## src/rtl/clcd_pkg.sv

```systemverilog
package clcd_pkg;

   // width of the content length value and the payload counter
   localparam int LEN_BITS = 32;

   typedef enum logic [2:0] {
      PH_MSG_START,
      PH_LINE_START,
      PH_LINE_KEY,
      PH_LINE_VALUE,
      PH_FIELD_LF,
      PH_HDR_LF,
      PH_PAYLOAD
   } clcd_phase_type;

   typedef enum logic [3:0] {
      ST_PROGRESS      = 4'd0,
      ST_OK            = 4'd1,
      ST_LOST          = 4'd2,
      ST_BARE_LF       = 4'd3,
      ST_BAD_FIELD_END = 4'd4,
      ST_BAD_HDR_END   = 4'd5,
      ST_BAD_LENGTH    = 4'd6,
      ST_BAD_TYPE      = 4'd7,
      ST_BAD_CHARSET   = 4'd8
   } clcd_status_type;

   typedef enum logic [1:0] {
      VD_OK,
      VD_BAD_TYPE,
      VD_BAD_CHARSET
   } clcd_verdict_type;

   typedef struct packed {
      logic [7:0] in_byte;
      logic       end_of_stream;
   } clcd_item_type;

   typedef struct packed {
      logic [7:0]      data_byte;
      logic            has_byte;
      logic            last;
      clcd_status_type status;
   } clcd_result_type;

   function automatic logic is_ws(input logic [7:0] c);
      return c inside {8'h20, 8'h09, 8'h0B, 8'h0C};
   endfunction

   function automatic logic [7:0] to_lower(input logic [7:0] c);
      return (c inside {["A":"Z"]}) ? c + 8'd32 : c;
   endfunction

   // "content-length", lower case
   function automatic logic [7:0] len_key_char(input logic [3:0] idx);
      logic [7:0] r;
      case (idx)
         4'd0:  r = "c";
         4'd1:  r = "o";
         4'd2:  r = "n";
         4'd3:  r = "t";
         4'd4:  r = "e";
         4'd5:  r = "n";
         4'd6:  r = "t";
         4'd7:  r = "-";
         4'd8:  r = "l";
         4'd9:  r = "e";
         4'd10: r = "n";
         4'd11: r = "g";
         4'd12: r = "t";
         4'd13: r = "h";
         default: r = 8'h00;
      endcase
      return r;
   endfunction

   // "content-type", lower case
   function automatic logic [7:0] type_key_char(input logic [3:0] idx);
      logic [7:0] r;
      case (idx)
         4'd0:  r = "c";
         4'd1:  r = "o";
         4'd2:  r = "n";
         4'd3:  r = "t";
         4'd4:  r = "e";
         4'd5:  r = "n";
         4'd6:  r = "t";
         4'd7:  r = "-";
         4'd8:  r = "t";
         4'd9:  r = "y";
         4'd10: r = "p";
         4'd11: r = "e";
         default: r = 8'h00;
      endcase
      return r;
   endfunction

   // required media type prefix, 26 characters, case sensitive
   function automatic logic [7:0] prefix_char(input logic [4:0] idx);
      logic [7:0] r;
      case (idx)
         5'd0:  r = "a";
         5'd1:  r = "p";
         5'd2:  r = "p";
         5'd3:  r = "l";
         5'd4:  r = "i";
         5'd5:  r = "c";
         5'd6:  r = "a";
         5'd7:  r = "t";
         5'd8:  r = "i";
         5'd9:  r = "o";
         5'd10: r = "n";
         5'd11: r = "/";
         5'd12: r = "v";
         5'd13: r = "s";
         5'd14: r = "c";
         5'd15: r = "o";
         5'd16: r = "d";
         5'd17: r = "e";
         5'd18: r = "-";
         5'd19: r = "j";
         5'd20: r = "s";
         5'd21: r = "o";
         5'd22: r = "n";
         5'd23: r = "r";
         5'd24: r = "p";
         5'd25: r = "c";
         default: r = 8'h00;
      endcase
      return r;
   endfunction

   // "charset="
   function automatic logic [7:0] mark_char(input logic [2:0] idx);
      logic [7:0] r;
      case (idx)
         3'd0: r = "c";
         3'd1: r = "h";
         3'd2: r = "a";
         3'd3: r = "r";
         3'd4: r = "s";
         3'd5: r = "e";
         3'd6: r = "t";
         3'd7: r = "=";
         default: r = 8'h00;
      endcase
      return r;
   endfunction

endpackage

```

## src/rtl/clcd_parser.sv

```systemverilog
module clcd_parser (
   input  logic                     clock,
   input  logic                     reset,
   input  logic                     step_en,
   input  clcd_pkg::clcd_item_type   item,
   output logic                     emit,
   output clcd_pkg::clcd_result_type result
);
   import clcd_pkg::*;

   localparam logic [7:0] CH_CR    = 8'h0D;
   localparam logic [7:0] CH_LF    = 8'h0A;
   localparam logic [4:0] TP_DONE  = 5'd26;
   localparam logic [4:0] TP_FAIL  = 5'd31;
   localparam logic [3:0] CS_VALUE    = 4'd8;
   localparam logic [3:0] CS_U        = 4'd9;
   localparam logic [3:0] CS_UT       = 4'd10;
   localparam logic [3:0] CS_UTF      = 4'd11;
   localparam logic [3:0] CS_UTF_DASH = 4'd12;
   localparam logic [3:0] CS_COMPLETE = 4'd13;
   localparam logic [3:0] CS_BAD      = 4'd14;
   localparam logic [3:0] CS_CLOSED   = 4'd15;

   clcd_phase_type        phase_ff, phase_in;
   logic [4:0]            keyp_ff, keyp_in;     // [3:0] chars seen, [4] trailing ws
   logic [1:0]            cand_ff, cand_in;     // [0] length key, [1] type key
   logic [LEN_BITS-1:0]   acc_ff, acc_in;
   logic [2:0]            lflags_ff, lflags_in; // [0] digit, [1] ws after, [2] error
   logic [LEN_BITS-1:0]   clen_ff, clen_in;
   logic [LEN_BITS-1:0]   remain_ff, remain_in;
   logic [4:0]            tp_ff, tp_in;
   logic [3:0]            cp_ff, cp_in;
   clcd_verdict_type      verdict_ff, verdict_in;

   logic [7:0]            c;
   logic                  eos;
   logic                  restart;
   clcd_status_type       verdict_st;

   // key matcher, also fed with a freshly cleared line on the first key byte
   logic                  key_src_sel;
   logic [4:0]            kc_keyp_src, kc_keyp;
   logic [1:0]            kc_cand_src, kc_cand;
   logic                  kc_to_value;
   logic [3:0]            kc_n;
   logic [7:0]            kc_lower;

   // length and type value matchers
   logic [LEN_BITS+3:0]   acc_x10;
   logic [LEN_BITS-1:0]   lc_acc;
   logic [2:0]            lc_flags;
   logic [4:0]            tc_tp;
   logic [3:0]            tc_cp;

   assign c   = item.in_byte;
   assign eos = item.end_of_stream;

   always_comb begin
      case (verdict_ff)
         VD_OK:       verdict_st = ST_OK;
         VD_BAD_TYPE: verdict_st = ST_BAD_TYPE;
         default:     verdict_st = ST_BAD_CHARSET;
      endcase
   end

   always_comb begin
      key_src_sel = (phase_ff == PH_LINE_KEY);
      kc_keyp_src = key_src_sel ? keyp_ff : 5'd0;
      kc_cand_src = key_src_sel ? cand_ff : 2'b11;
      kc_n        = kc_keyp_src[3:0];
      kc_lower    = to_lower(c);
      kc_keyp     = kc_keyp_src;
      kc_cand     = kc_cand_src;
      kc_to_value = 1'b0;
      if (c == ":") begin
         kc_to_value = 1'b1;
         if (kc_cand_src[0] && kc_n == 4'd14) begin
            kc_cand = 2'b01;
         end else if (kc_cand_src[1] && kc_n == 4'd12) begin
            kc_cand = 2'b10;
         end else begin
            kc_cand = 2'b00;
         end
      end else if (is_ws(c)) begin
         if (kc_n != 4'd0) begin
            kc_keyp[4] = 1'b1;
         end
      end else if (kc_keyp_src[4]) begin
         kc_cand = 2'b00;
      end else begin
         if (kc_n >= 4'd14 || kc_lower != len_key_char(kc_n)) begin
            kc_cand[0] = 1'b0;
         end
         if (kc_n >= 4'd12 || kc_lower != type_key_char(kc_n)) begin
            kc_cand[1] = 1'b0;
         end
         if (kc_n != 4'd15) begin
            kc_keyp = {1'b0, kc_n + 4'd1};
         end
      end
   end

   // acc * 10 + digit; any carry above LEN_BITS is an overflow
   assign acc_x10 = ({4'd0, acc_ff} << 3) + ({4'd0, acc_ff} << 1)
                  + {{(LEN_BITS){1'b0}}, c[3:0] - 4'd0};

   always_comb begin
      lc_acc   = acc_ff;
      lc_flags = lflags_ff;
      if (!lflags_ff[2]) begin
         if (is_ws(c)) begin
            if (lflags_ff[0]) begin
               lc_flags[1] = 1'b1;
            end
         end else if ((c inside {["0":"9"]}) && !lflags_ff[1]) begin
            if (acc_x10[LEN_BITS+3:LEN_BITS] != 4'd0) begin
               lc_flags[2] = 1'b1;
            end else begin
               lc_acc      = acc_x10[LEN_BITS-1:0];
               lc_flags[0] = 1'b1;
            end
         end else begin
            lc_flags[2] = 1'b1;
         end
      end
   end

   always_comb begin
      tc_tp = tp_ff;
      if (tp_ff < TP_DONE && !(tp_ff == 5'd0 && is_ws(c))) begin
         tc_tp = (c == prefix_char(tp_ff)) ? tp_ff + 5'd1 : TP_FAIL;
      end
      tc_cp = cp_ff;
      if (cp_ff < CS_VALUE) begin
         if (c == mark_char(cp_ff[2:0])) begin
            tc_cp = cp_ff + 4'd1;
         end else begin
            tc_cp = (c == "c") ? 4'd1 : 4'd0;
         end
      end else begin
         case (cp_ff)
            CS_VALUE:    tc_cp = is_ws(c) ? CS_VALUE : ((c == "u") ? CS_U : CS_BAD);
            CS_U:        tc_cp = (c == "t") ? CS_UT : CS_BAD;
            CS_UT:       tc_cp = (c == "f") ? CS_UTF : CS_BAD;
            CS_UTF:      tc_cp = (c == "-") ? CS_UTF_DASH
                                 : ((c == "8") ? CS_COMPLETE : CS_BAD);
            CS_UTF_DASH: tc_cp = (c == "8") ? CS_COMPLETE : CS_BAD;
            CS_COMPLETE: tc_cp = (c == ";") ? CS_CLOSED
                                 : (is_ws(c) ? CS_COMPLETE : CS_BAD);
            default:     tc_cp = cp_ff;
         endcase
      end
   end

   always_comb begin
      phase_in   = phase_ff;
      keyp_in    = keyp_ff;
      cand_in    = cand_ff;
      acc_in     = acc_ff;
      lflags_in  = lflags_ff;
      clen_in    = clen_ff;
      remain_in  = remain_ff;
      tp_in      = tp_ff;
      cp_in      = cp_ff;
      verdict_in = verdict_ff;
      restart    = 1'b0;
      emit       = 1'b0;
      result     = '{data_byte: 8'h00, has_byte: 1'b0, last: 1'b1, status: ST_PROGRESS};
      case (phase_ff)
         PH_PAYLOAD: begin
            emit = 1'b1;
            if (eos) begin
               restart       = 1'b1;
               result.status = ST_LOST;
            end else if ((remain_ff >> 1) == '0) begin
               restart          = 1'b1;
               result.data_byte = c;
               result.has_byte  = 1'b1;
               result.status    = verdict_st;
            end else begin
               remain_in        = remain_ff - {{(LEN_BITS-1){1'b0}}, 1'b1};
               result.data_byte = c;
               result.has_byte  = 1'b1;
               result.last      = 1'b0;
            end
         end
         PH_HDR_LF: begin
            if (eos || c != CH_LF) begin
               restart       = 1'b1;
               emit          = 1'b1;
               result.status = ST_BAD_HDR_END;
            end else if (clen_ff == '0) begin
               restart       = 1'b1;
               emit          = 1'b1;
               result.status = verdict_st;
            end else begin
               remain_in = clen_ff;
               phase_in  = PH_PAYLOAD;
            end
         end
         PH_FIELD_LF: begin
            if (eos || c != CH_LF) begin
               restart       = 1'b1;
               emit          = 1'b1;
               result.status = ST_BAD_FIELD_END;
            end else begin
               phase_in = PH_LINE_START;
            end
         end
         PH_LINE_KEY, PH_LINE_VALUE: begin
            if (eos) begin
               restart       = 1'b1;
               emit          = 1'b1;
               result.status = ST_LOST;
            end else if (c == CH_LF) begin
               restart       = 1'b1;
               emit          = 1'b1;
               result.status = ST_BARE_LF;
            end else if (c == CH_CR) begin
               phase_in = PH_FIELD_LF;
               if (phase_ff == PH_LINE_VALUE) begin
                  if (cand_ff == 2'b01) begin
                     if (lflags_ff[2] || !lflags_ff[0]) begin
                        restart       = 1'b1;
                        emit          = 1'b1;
                        result.status = ST_BAD_LENGTH;
                     end else begin
                        clen_in = acc_ff;
                     end
                  end else if (cand_ff == 2'b10) begin
                     if (tp_ff != TP_DONE) begin
                        verdict_in = VD_BAD_TYPE;
                     end else if (cp_ff < CS_VALUE || cp_ff == CS_COMPLETE
                                  || cp_ff == CS_CLOSED) begin
                        verdict_in = VD_OK;
                     end else begin
                        verdict_in = VD_BAD_CHARSET;
                     end
                  end
               end
            end else if (phase_ff == PH_LINE_KEY) begin
               keyp_in = kc_keyp;
               cand_in = kc_cand;
               if (kc_to_value) begin
                  phase_in = PH_LINE_VALUE;
               end
            end else if (cand_ff == 2'b01) begin
               acc_in    = lc_acc;
               lflags_in = lc_flags;
            end else if (cand_ff == 2'b10) begin
               tp_in = tc_tp;
               cp_in = tc_cp;
            end
         end
         default: begin
            if (eos) begin
               restart = 1'b1;
               if (phase_ff == PH_LINE_START) begin
                  emit          = 1'b1;
                  result.status = ST_LOST;
               end
            end else if (c == CH_CR) begin
               phase_in = PH_HDR_LF;
            end else if (c == CH_LF) begin
               restart       = 1'b1;
               emit          = 1'b1;
               result.status = ST_BARE_LF;
            end else begin
               // new line: matcher starts from a cleared line
               acc_in    = '0;
               lflags_in = 3'd0;
               tp_in     = 5'd0;
               cp_in     = 4'd0;
               keyp_in   = kc_keyp;
               cand_in   = kc_cand;
               phase_in  = kc_to_value ? PH_LINE_VALUE : PH_LINE_KEY;
            end
         end
      endcase
      if (restart) begin
         phase_in   = PH_MSG_START;
         clen_in    = '0;
         remain_in  = '0;
         verdict_in = VD_OK;
         keyp_in    = 5'd0;
         cand_in    = 2'b11;
         acc_in     = '0;
         lflags_in  = 3'd0;
         tp_in      = 5'd0;
         cp_in      = 4'd0;
      end
   end

   always_ff @(posedge clock) begin
      if (reset) begin
         phase_ff   <= PH_MSG_START;
         keyp_ff    <= 5'd0;
         cand_ff    <= 2'b11;
         acc_ff     <= '0;
         lflags_ff  <= 3'd0;
         clen_ff    <= '0;
         remain_ff  <= '0;
         tp_ff      <= 5'd0;
         cp_ff      <= 4'd0;
         verdict_ff <= VD_OK;
      end else if (step_en) begin
         phase_ff   <= phase_in;
         keyp_ff    <= keyp_in;
         cand_ff    <= cand_in;
         acc_ff     <= acc_in;
         lflags_ff  <= lflags_in;
         clen_ff    <= clen_in;
         remain_ff  <= remain_in;
         tp_ff      <= tp_in;
         cp_ff      <= cp_in;
         verdict_ff <= verdict_in;
      end
   end

endmodule

```

## src/rtl/content_length_deframer.sv

```systemverilog
// Content-length deframer: header-framed byte stream in, payload words out.
// Each word waits in the input register; its result, if any, is registered.
// Throughput: one word per cycle; the input register stalls only when the
// parser owes a result and the output register is full and not being taken.
// Reset (synchronous, active high) empties both registers and puts the
// parser at message start with a zero length and the default content type.
module content_length_deframer (
   input  logic       clock,
   input  logic       reset,
   input  logic       req_tvalid,
   output logic       req_tready,
   input  logic [7:0] req_tdata,   // [7:0] in_byte
   input  logic       req_tlast,   // end_of_stream
   output logic       rsp_tvalid,
   input  logic       rsp_tready,
   output logic [7:0] rsp_tdata,   // [7:0] data_byte
   output logic [4:0] rsp_tuser,   // [0] has_byte, [4:1] status
   output logic       rsp_tlast    // last
);
   import clcd_pkg::*;

   // input register: one word waiting for the parser
   logic            in_valid_ff, in_valid_in;
   clcd_item_type   in_item_ff;

   // output register: one result waiting for the sink
   logic            out_valid_ff, out_valid_in;
   clcd_result_type out_res_ff;

   logic            emit;
   clcd_result_type res;
   logic            out_free;
   logic            advance;

   // the parser step runs when its result, if any, has room
   assign out_free   = !out_valid_ff || rsp_tready;
   assign advance    = in_valid_ff && (!emit || out_free);
   assign req_tready = !in_valid_ff || advance;

   clcd_parser u_parser (
      .clock   (clock),
      .reset   (reset),
      .step_en (advance),
      .item    (in_item_ff),
      .emit    (emit),
      .result  (res)
   );

   always_comb begin
      in_valid_in = in_valid_ff;
      if (req_tready) begin
         in_valid_in = req_tvalid;
      end
      out_valid_in = out_valid_ff;
      if (advance && emit) begin
         out_valid_in = 1'b1;
      end else if (rsp_tready) begin
         out_valid_in = 1'b0;
      end
   end

   always_ff @(posedge clock) begin
      if (reset) begin
         in_valid_ff  <= 1'b0;
         out_valid_ff <= 1'b0;
      end else begin
         in_valid_ff  <= in_valid_in;
         out_valid_ff <= out_valid_in;
      end
   end

   // payload registers, no reset
   always_ff @(posedge clock) begin
      if (req_tready && req_tvalid) begin
         in_item_ff <= '{in_byte: req_tdata, end_of_stream: req_tlast};
      end
      if (advance && emit) begin
         out_res_ff <= res;
      end
   end

   assign rsp_tvalid = out_valid_ff;
   assign rsp_tdata  = out_res_ff.data_byte;
   assign rsp_tuser  = {out_res_ff.status, out_res_ff.has_byte};
   assign rsp_tlast  = out_res_ff.last;

   // a result that does not close a message always carries a payload byte
   a_nonlast_has_byte: assert property (@(posedge clock) disable iff (reset)
      out_valid_ff && !out_res_ff.last |-> out_res_ff.has_byte
         && out_res_ff.status == ST_PROGRESS)
      else $error("non-last result without payload byte");

   // an in-progress status never closes a message
   a_progress_not_last: assert property (@(posedge clock) disable iff (reset)
      out_valid_ff && out_res_ff.status == ST_PROGRESS |-> !out_res_ff.last)
      else $error("progress status on last result");

   // input side stalls only behind a full output register
   a_stall_cause: assert property (@(posedge clock) disable iff (reset)
      !req_tready |-> in_valid_ff && out_valid_ff && !rsp_tready)
      else $error("input stalled without output back-pressure");

   // a stalled result is not overwritten
   a_out_hold: assert property (@(posedge clock) disable iff (reset)
      out_valid_ff && !rsp_tready |=> out_valid_ff && $stable(out_res_ff))
      else $error("pending result changed");

endmodule
```

## config.mk

```make
export PLATFORM = sky130hd
export DESIGN_NAME = content_length_deframer
export DESIGN_NICKNAME = d
export VERILOG_FILES = /design/src/rtl/clcd_pkg.sv /design/src/rtl/clcd_parser.sv /design/src/rtl/content_length_deframer.sv
export SDC_FILE = /design/constraint.sdc
export NUM_CORES = 1
export LEC_CHECK = 0
export ABC_CLOCK_PERIOD_IN_PS = 12380
export BUFFER_PORTS_ARGS = -buffer_cell sky130_fd_sc_hd__buf_2
export CAP_MARGIN = 25
export CELL_PAD_IN_SITES_DETAIL_PLACEMENT = 0
export CELL_PAD_IN_SITES_GLOBAL_PLACEMENT = 1
export CORE_ASPECT_RATIO = 1.5
export CORE_MARGIN = 2
export CORE_UTILIZATION = 40
export DETAILED_ROUTE_END_ITERATION = 10
export PLACE_DENSITY_LB_ADDON = 0.2
export SLEW_MARGIN = 20
export SYNTH_ARGS = -nofsm -noshare
export SYNTH_HDL_FRONTEND = slang
export SYNTH_SLANG_ARGS = --single-unit
```

## constraint.sdc

```tcl
create_clock -name clock -period 12.38 [get_ports clock]
set_clock_uncertainty 0.15 [all_clocks]
set_input_delay 2.476 -clock clock [delete_from_list [all_inputs] [get_ports clock]]
set_output_delay 2.476 -clock clock [all_outputs]
set_load 0.02 [all_outputs]
```

* Yosys cells after proc, flatten, opt, wreduce, memory -nomap -nowiden *
Memories as Yosys holds them, arrays and structs flattened. A register that Yosys moved wholly into a read port is not among the register bits.
Cells that the tools add are included.

word-level totals
  register bits = 145
  ROM bits = 496
  input port bits = 13
  output and inout port bits = 16
  word-level logic and storage cells = 354
  memories kept = 4

operators by class
  add/subtract/negate cells = 7
  $lt $le $gt $ge = 8
  eq/ne operators = 70
  multiplexer cells = 192
  bitwise gates (word level) = 1
  reduce and logical (&&, ||, !) cells = 52

memory list
  memory           words  bits a word  read ports  clocked after memory_dff  wr ports  RTL line         text
  (no name shown)  32     7            1           1                         0         clcd_pkg.sv:101  case (idx)
  (no name shown)  16     7            1           0                         0         clcd_pkg.sv:57   case (idx)
  (no name shown)  16     7            1           0                         0         clcd_pkg.sv:80   case (idx)
  (no name shown)  8      6            1           1                         0         clcd_pkg.sv:136  case (idx)

operators by type and width
  kind                                                                    number
  32-bit 2-to-1 mux                                                       26
  32-bit one-hot mux with 2 select lines                                  2
  5-bit 2-to-1 mux                                                        25
  4-bit 2-to-1 mux                                                        27
  3-bit 2-to-1 mux                                                        29
  8-bit 2-to-1 mux                                                        9
  32-bit logical NOT                                                      2
  2-bit 2-to-1 mux                                                        30
  8-bit by 4-bit equality test with 1-bit output (second input constant)  5
  8-bit by 6-bit equality test with 1-bit output (second input constant)  5
  35-bit by 33-bit adder with 36-bit output                               1
  36-bit by 4-bit adder with 36-bit output                                1
  4-bit equality test (second input constant)                             9
  1-bit 2-to-1 mux                                                        33
  3-bit by 2-bit != test with 1-bit output (second input constant)        11
  8-bit by 7-bit equality test with 1-bit output (second input constant)  4
  32-bit by 1-bit subtractor with 32-bit output (second input constant)   1
  4-bit one-hot mux with 6 select lines                                   1
  11-bit AND reduction                                                    2
  3-bit by 1-bit != test with 1-bit output (second input constant)        7
  5-bit one-hot mux with 2 select lines                                   2
  9-bit AND reduction                                                     2
  8-bit equality test                                                     2
  8-bit != test                                                           2
  other kinds (44)                                                        92

* Logic depth before layout (Yosys ltp) *
  depth after elaboration = 19
  mapped depth = 17

* By module *
From an unflattened synthesis, not the netlist that was laid out.

second synthesis, totals
  cell total of the unflattened synthesis = 1398
  area total of the unflattened synthesis = 11121.9 um2

modules (own cells, without submodules)
  module                   instances  cells each  area each (um2)  sequential area each (um2)
  clcd_parser              1          1363        10327.4          2662.6
  content_length_deframer  1          35          794.5            730.7

* Worst setup path after synthesis *
Ideal clock, no wire load.

  path type = input port to output port
  start point = in rsp_tready
  end point = out req_tready
  arrival = 3.004 ns
  required time = 9.754 ns
  setup slack = 6.750 ns
  stages = 2
  path buffers = 0
  path through = nand2b_1 > or2_2

on the way
  word-level cells in the longest chain between the ends = 4

RTL lines
  what                RTL line                       text
  start: declaration  content_length_deframer.sv:15  input logic rsp_tready,
  1-bit logical OR    content_length_deframer.sv:36  assign out_free = !out_valid_ff || rsp_tready;
  1-bit logical OR    content_length_deframer.sv:37  assign advance = in_valid_ff && (!emit || out_free);
  1-bit logical AND   content_length_deframer.sv:37
  1-bit logical OR    content_length_deframer.sv:38  assign req_tready = !in_valid_ff || advance;
  end: declaration    content_length_deframer.sv:11  output logic req_tready,

Every way passes these cells.

* Worst setup path after layout *
Same ends and word-level chain as after synthesis.

==> impl_results.md <==
- Post-synthesis register bit count: 158
- Count leader, synth: nand2_1
- Final setup viols: 0
- # nets final: 1515
- Slew headroom: 0.309
- IO buf count: 28
- Setup_tns: 0 ps
- Vias/cell: 5.88
- N_diodes: 0
- Worst path max stage delay: approximately 310 ps
- First-iteration detailed-routing DRC count: 612
- Worst Setup SP: rsp_tready
- Synth cell types: 96
- Worst VDD drop: 0.0879 mV
- Post-synthesis async set-or-reset flop share: 0
- CTS Buffer Depth: 2
- Synth top area share: 0.241
- Syn_area_per_cell: 7.79 µm²
- Fin. max-slew vios: 0
- WS Path Type: input port to output port
- Status: completed
- Req. time, crit path: roughly 9800 ps
- Power per cell area: 107 nW/µm²
- Die area: 29400 µm²
- Ys Warns: 0
- Crit path DAT: 3230 ps
- Worst hold path type: flop to flop
- Pleak: 4.58 nW
- Final HPWL DP: 25300 µm
- Max Clk Rate: 171 MHz
- RSZ-0062 raised after global routing: false
- Ys flop type: dfxtp_1
- Crit end category: output port
- Total power draw: 1.29 mW
- Total track usage: 0.236
- Sequential element share of the synthesized area: 0.303
- CP Cell Sequence: buf_2 > nand2b_1 > or2_2 > buf_2
- # DRC: 0
- Number of hold buffers added after cts: 0
- Clock Sink Count: 158
- Hold_sp: u_parser.lflags_ff[0]
- Die W: 141 µm
- Initial DRT Pass Iterations: 5
- Place WS: 6520 ps
- TritonCTS clock tree: done
- TritonCTS buffer count: 17
- Post-DRT Antenna Nets: 0
- GPL Wtd Cong: 0.868
- Worst-path clk slew: 60 ps
- Synth Net Count: 1545
- Largest net degree at the start of global routing: 87
- CORE AREA: 27800 µm²
- Largest area contributor in the netlist: dfxtp_1
- Die H: between 200 and 250 µm
- Wirelength, routed: approximately 34000 µm
- R2R Setup Slk: 6940 ps
- Layout cell share with drive strength beyond 1: 0.0858
- Post-Syn Area: around 11000 µm²
- Final period utilization: 0.473
- Layout area overhead: 7.78%
- Placed Area: 11500 µm²
- Slew @ Worst Pin: 1040 ps
- Top post-synthesis cells by count: 190 x nand2_1, 135 x dfxtp_1, 134 x a21oi_1
- Clock root buffer: clkbuf_16
- Post-CTS sizing: 0
- Number of synthesized flops with an enable pin: 23
- Via count: 10400
- Post-Syn Instances: 1439
- H-tree levels: 4
- Initial antenna violation count: 0
- Worst Path Max Fanout: 5
- Setup ws final: ~6500 ps
- Gr ovfl total: 0
- First-pass GRT wire length: 55000 µm
- Vias in the first global route: 10200
- Final hold violation count: 0
- Period minus WS final: 5860 ps
- Clock Latency Late Sink: 450 ps
- Num rows: 75
- Wire per inst: a little under 20 µm
- CP startpoint kind: input port
- Synth area leaders: dfxtp_1 24%, ha_1 10%, nand2_1 6.4%
- Reg2reg start: in_item_ff[4]
- Fin area: around 12000 µm²
- I/O pins: 29
- Most frequent CP cell: buf_2
- Post-CTS Setup Inserts: 0
- Critical path's slowest cell: or2_2
- Initial core utilization: 0.404
- Max_cap viols: 0
-- metal layers --
metal | GRT usage | wire length [µm]
met1 | 0.262 | 13900
met2 | 0.439 | 18100
met3 | 0.0261 | 758
met4 | 0.121 | 1660
met5 | 0 | 0
-- logic make-up (layout without fill, tap and decap cells) --
logic type	after synthesis	after routing	share of synthesized area
AOI/OAI and AO/OA	428	428	0.241
xor gates and xnor gates	59	59	0.0461
adders and majority gates	93	93	0.105
buffers and inverters	133	116	0.0490
DFF	158	158	0.303
muxes	18	18	0.0180
and+or+nand+nor	550	550	0.238
-- critical path: cells and delay by family --
| kind | cells | cell delay, ps |
|---|---|---|
| buffers and inverters | 2 | 250 |
| AND/OR/NAND/NOR | 2 | 500 |
-- state kept, by name, indices dropped and copies added (netlist names), named ones only --
name / flops
u_parser.acc_ff: 32
u_parser.clen_ff: 32
u_parser.remain_ff: 32
in_item_ff: 9
rsp_tdata: 8
rsp_tuser: 5
u_parser.keyp_ff: 5
u_parser.tp_ff: 5
u_parser.cp_ff: 4
u_parser.lflags_ff: 3
u_parser.phase_ff: 3
u_parser.cand_ff: 2
u_parser.verdict_ff: 2
in_valid_ff: 1
rsp_tlast: 1
rsp_tvalid: 1
-- cell type report --
class | instances | area, µm²
Multi-Input combinational cell | 1148 | 7290
Tap cell | 346 | 433
Sequential cell | 158 | 3390
Fill cell | 2875 | 15700
Clock buffer | 19 | 443
Inverter | 45 | 169
Timing Repair Buffer | 39 | 236
Clock inverter | 13 | 124
-- report_power, final --
part / switching (mW) / leakage (nW) / internal (mW)
sequential: 0.0233 / 1.28 / 0.533
clock: 0.253 / 0.274 / 0.271
combinational: 0.134 / 3.02 / 0.0789
-- cells in the final DEF (no fill, tap or decap), types with 8 or more instances in the layout --
cell and instances:
nor2_1 108, a21o_1 18, a211oi_1 10, and3_1 16, a22oi_1 13, nand2_1 190, dfxtp_1 135, o21ai_0 90
a31oi_1 21, buf_4 10, o2111ai_1 8, mux2i_1 13, nor2b_1 13, or3_1 17, xor2_1 27, clkbuf_16 17
edfxtp_1 23, ha_1 91, nor3_1 33, o21ai_1 33, nand2b_1 14, a211o_1 8, buf_2 27, or2_2 11
nand4_1 14, o31ai_1 10, nor4_1 24, inv_1 43, nand3_1 66, xnor2_1 32, a21oi_1 134
-- path summary, 6_finish.rpt --
check,end,cells after the start
worst max register to register,u_parser.acc_ff[10],15
worst max-delay path,req_tready,4
worst min-delay path,u_parser.lflags_ff[0],2
worst min register to register,u_parser.lflags_ff[0],2
-- through the flow --
stage	hold WS [ps]	std cells	utilization
after global placement	288	1734	0.414
after detailed placement	280	1734	0.414
final	285	1768	0.435
after global routing	302	1768	0.435
after CTS	291	1766	0.434
after floorplan	266	1439	-
Power figures use the tool's default switching activity.
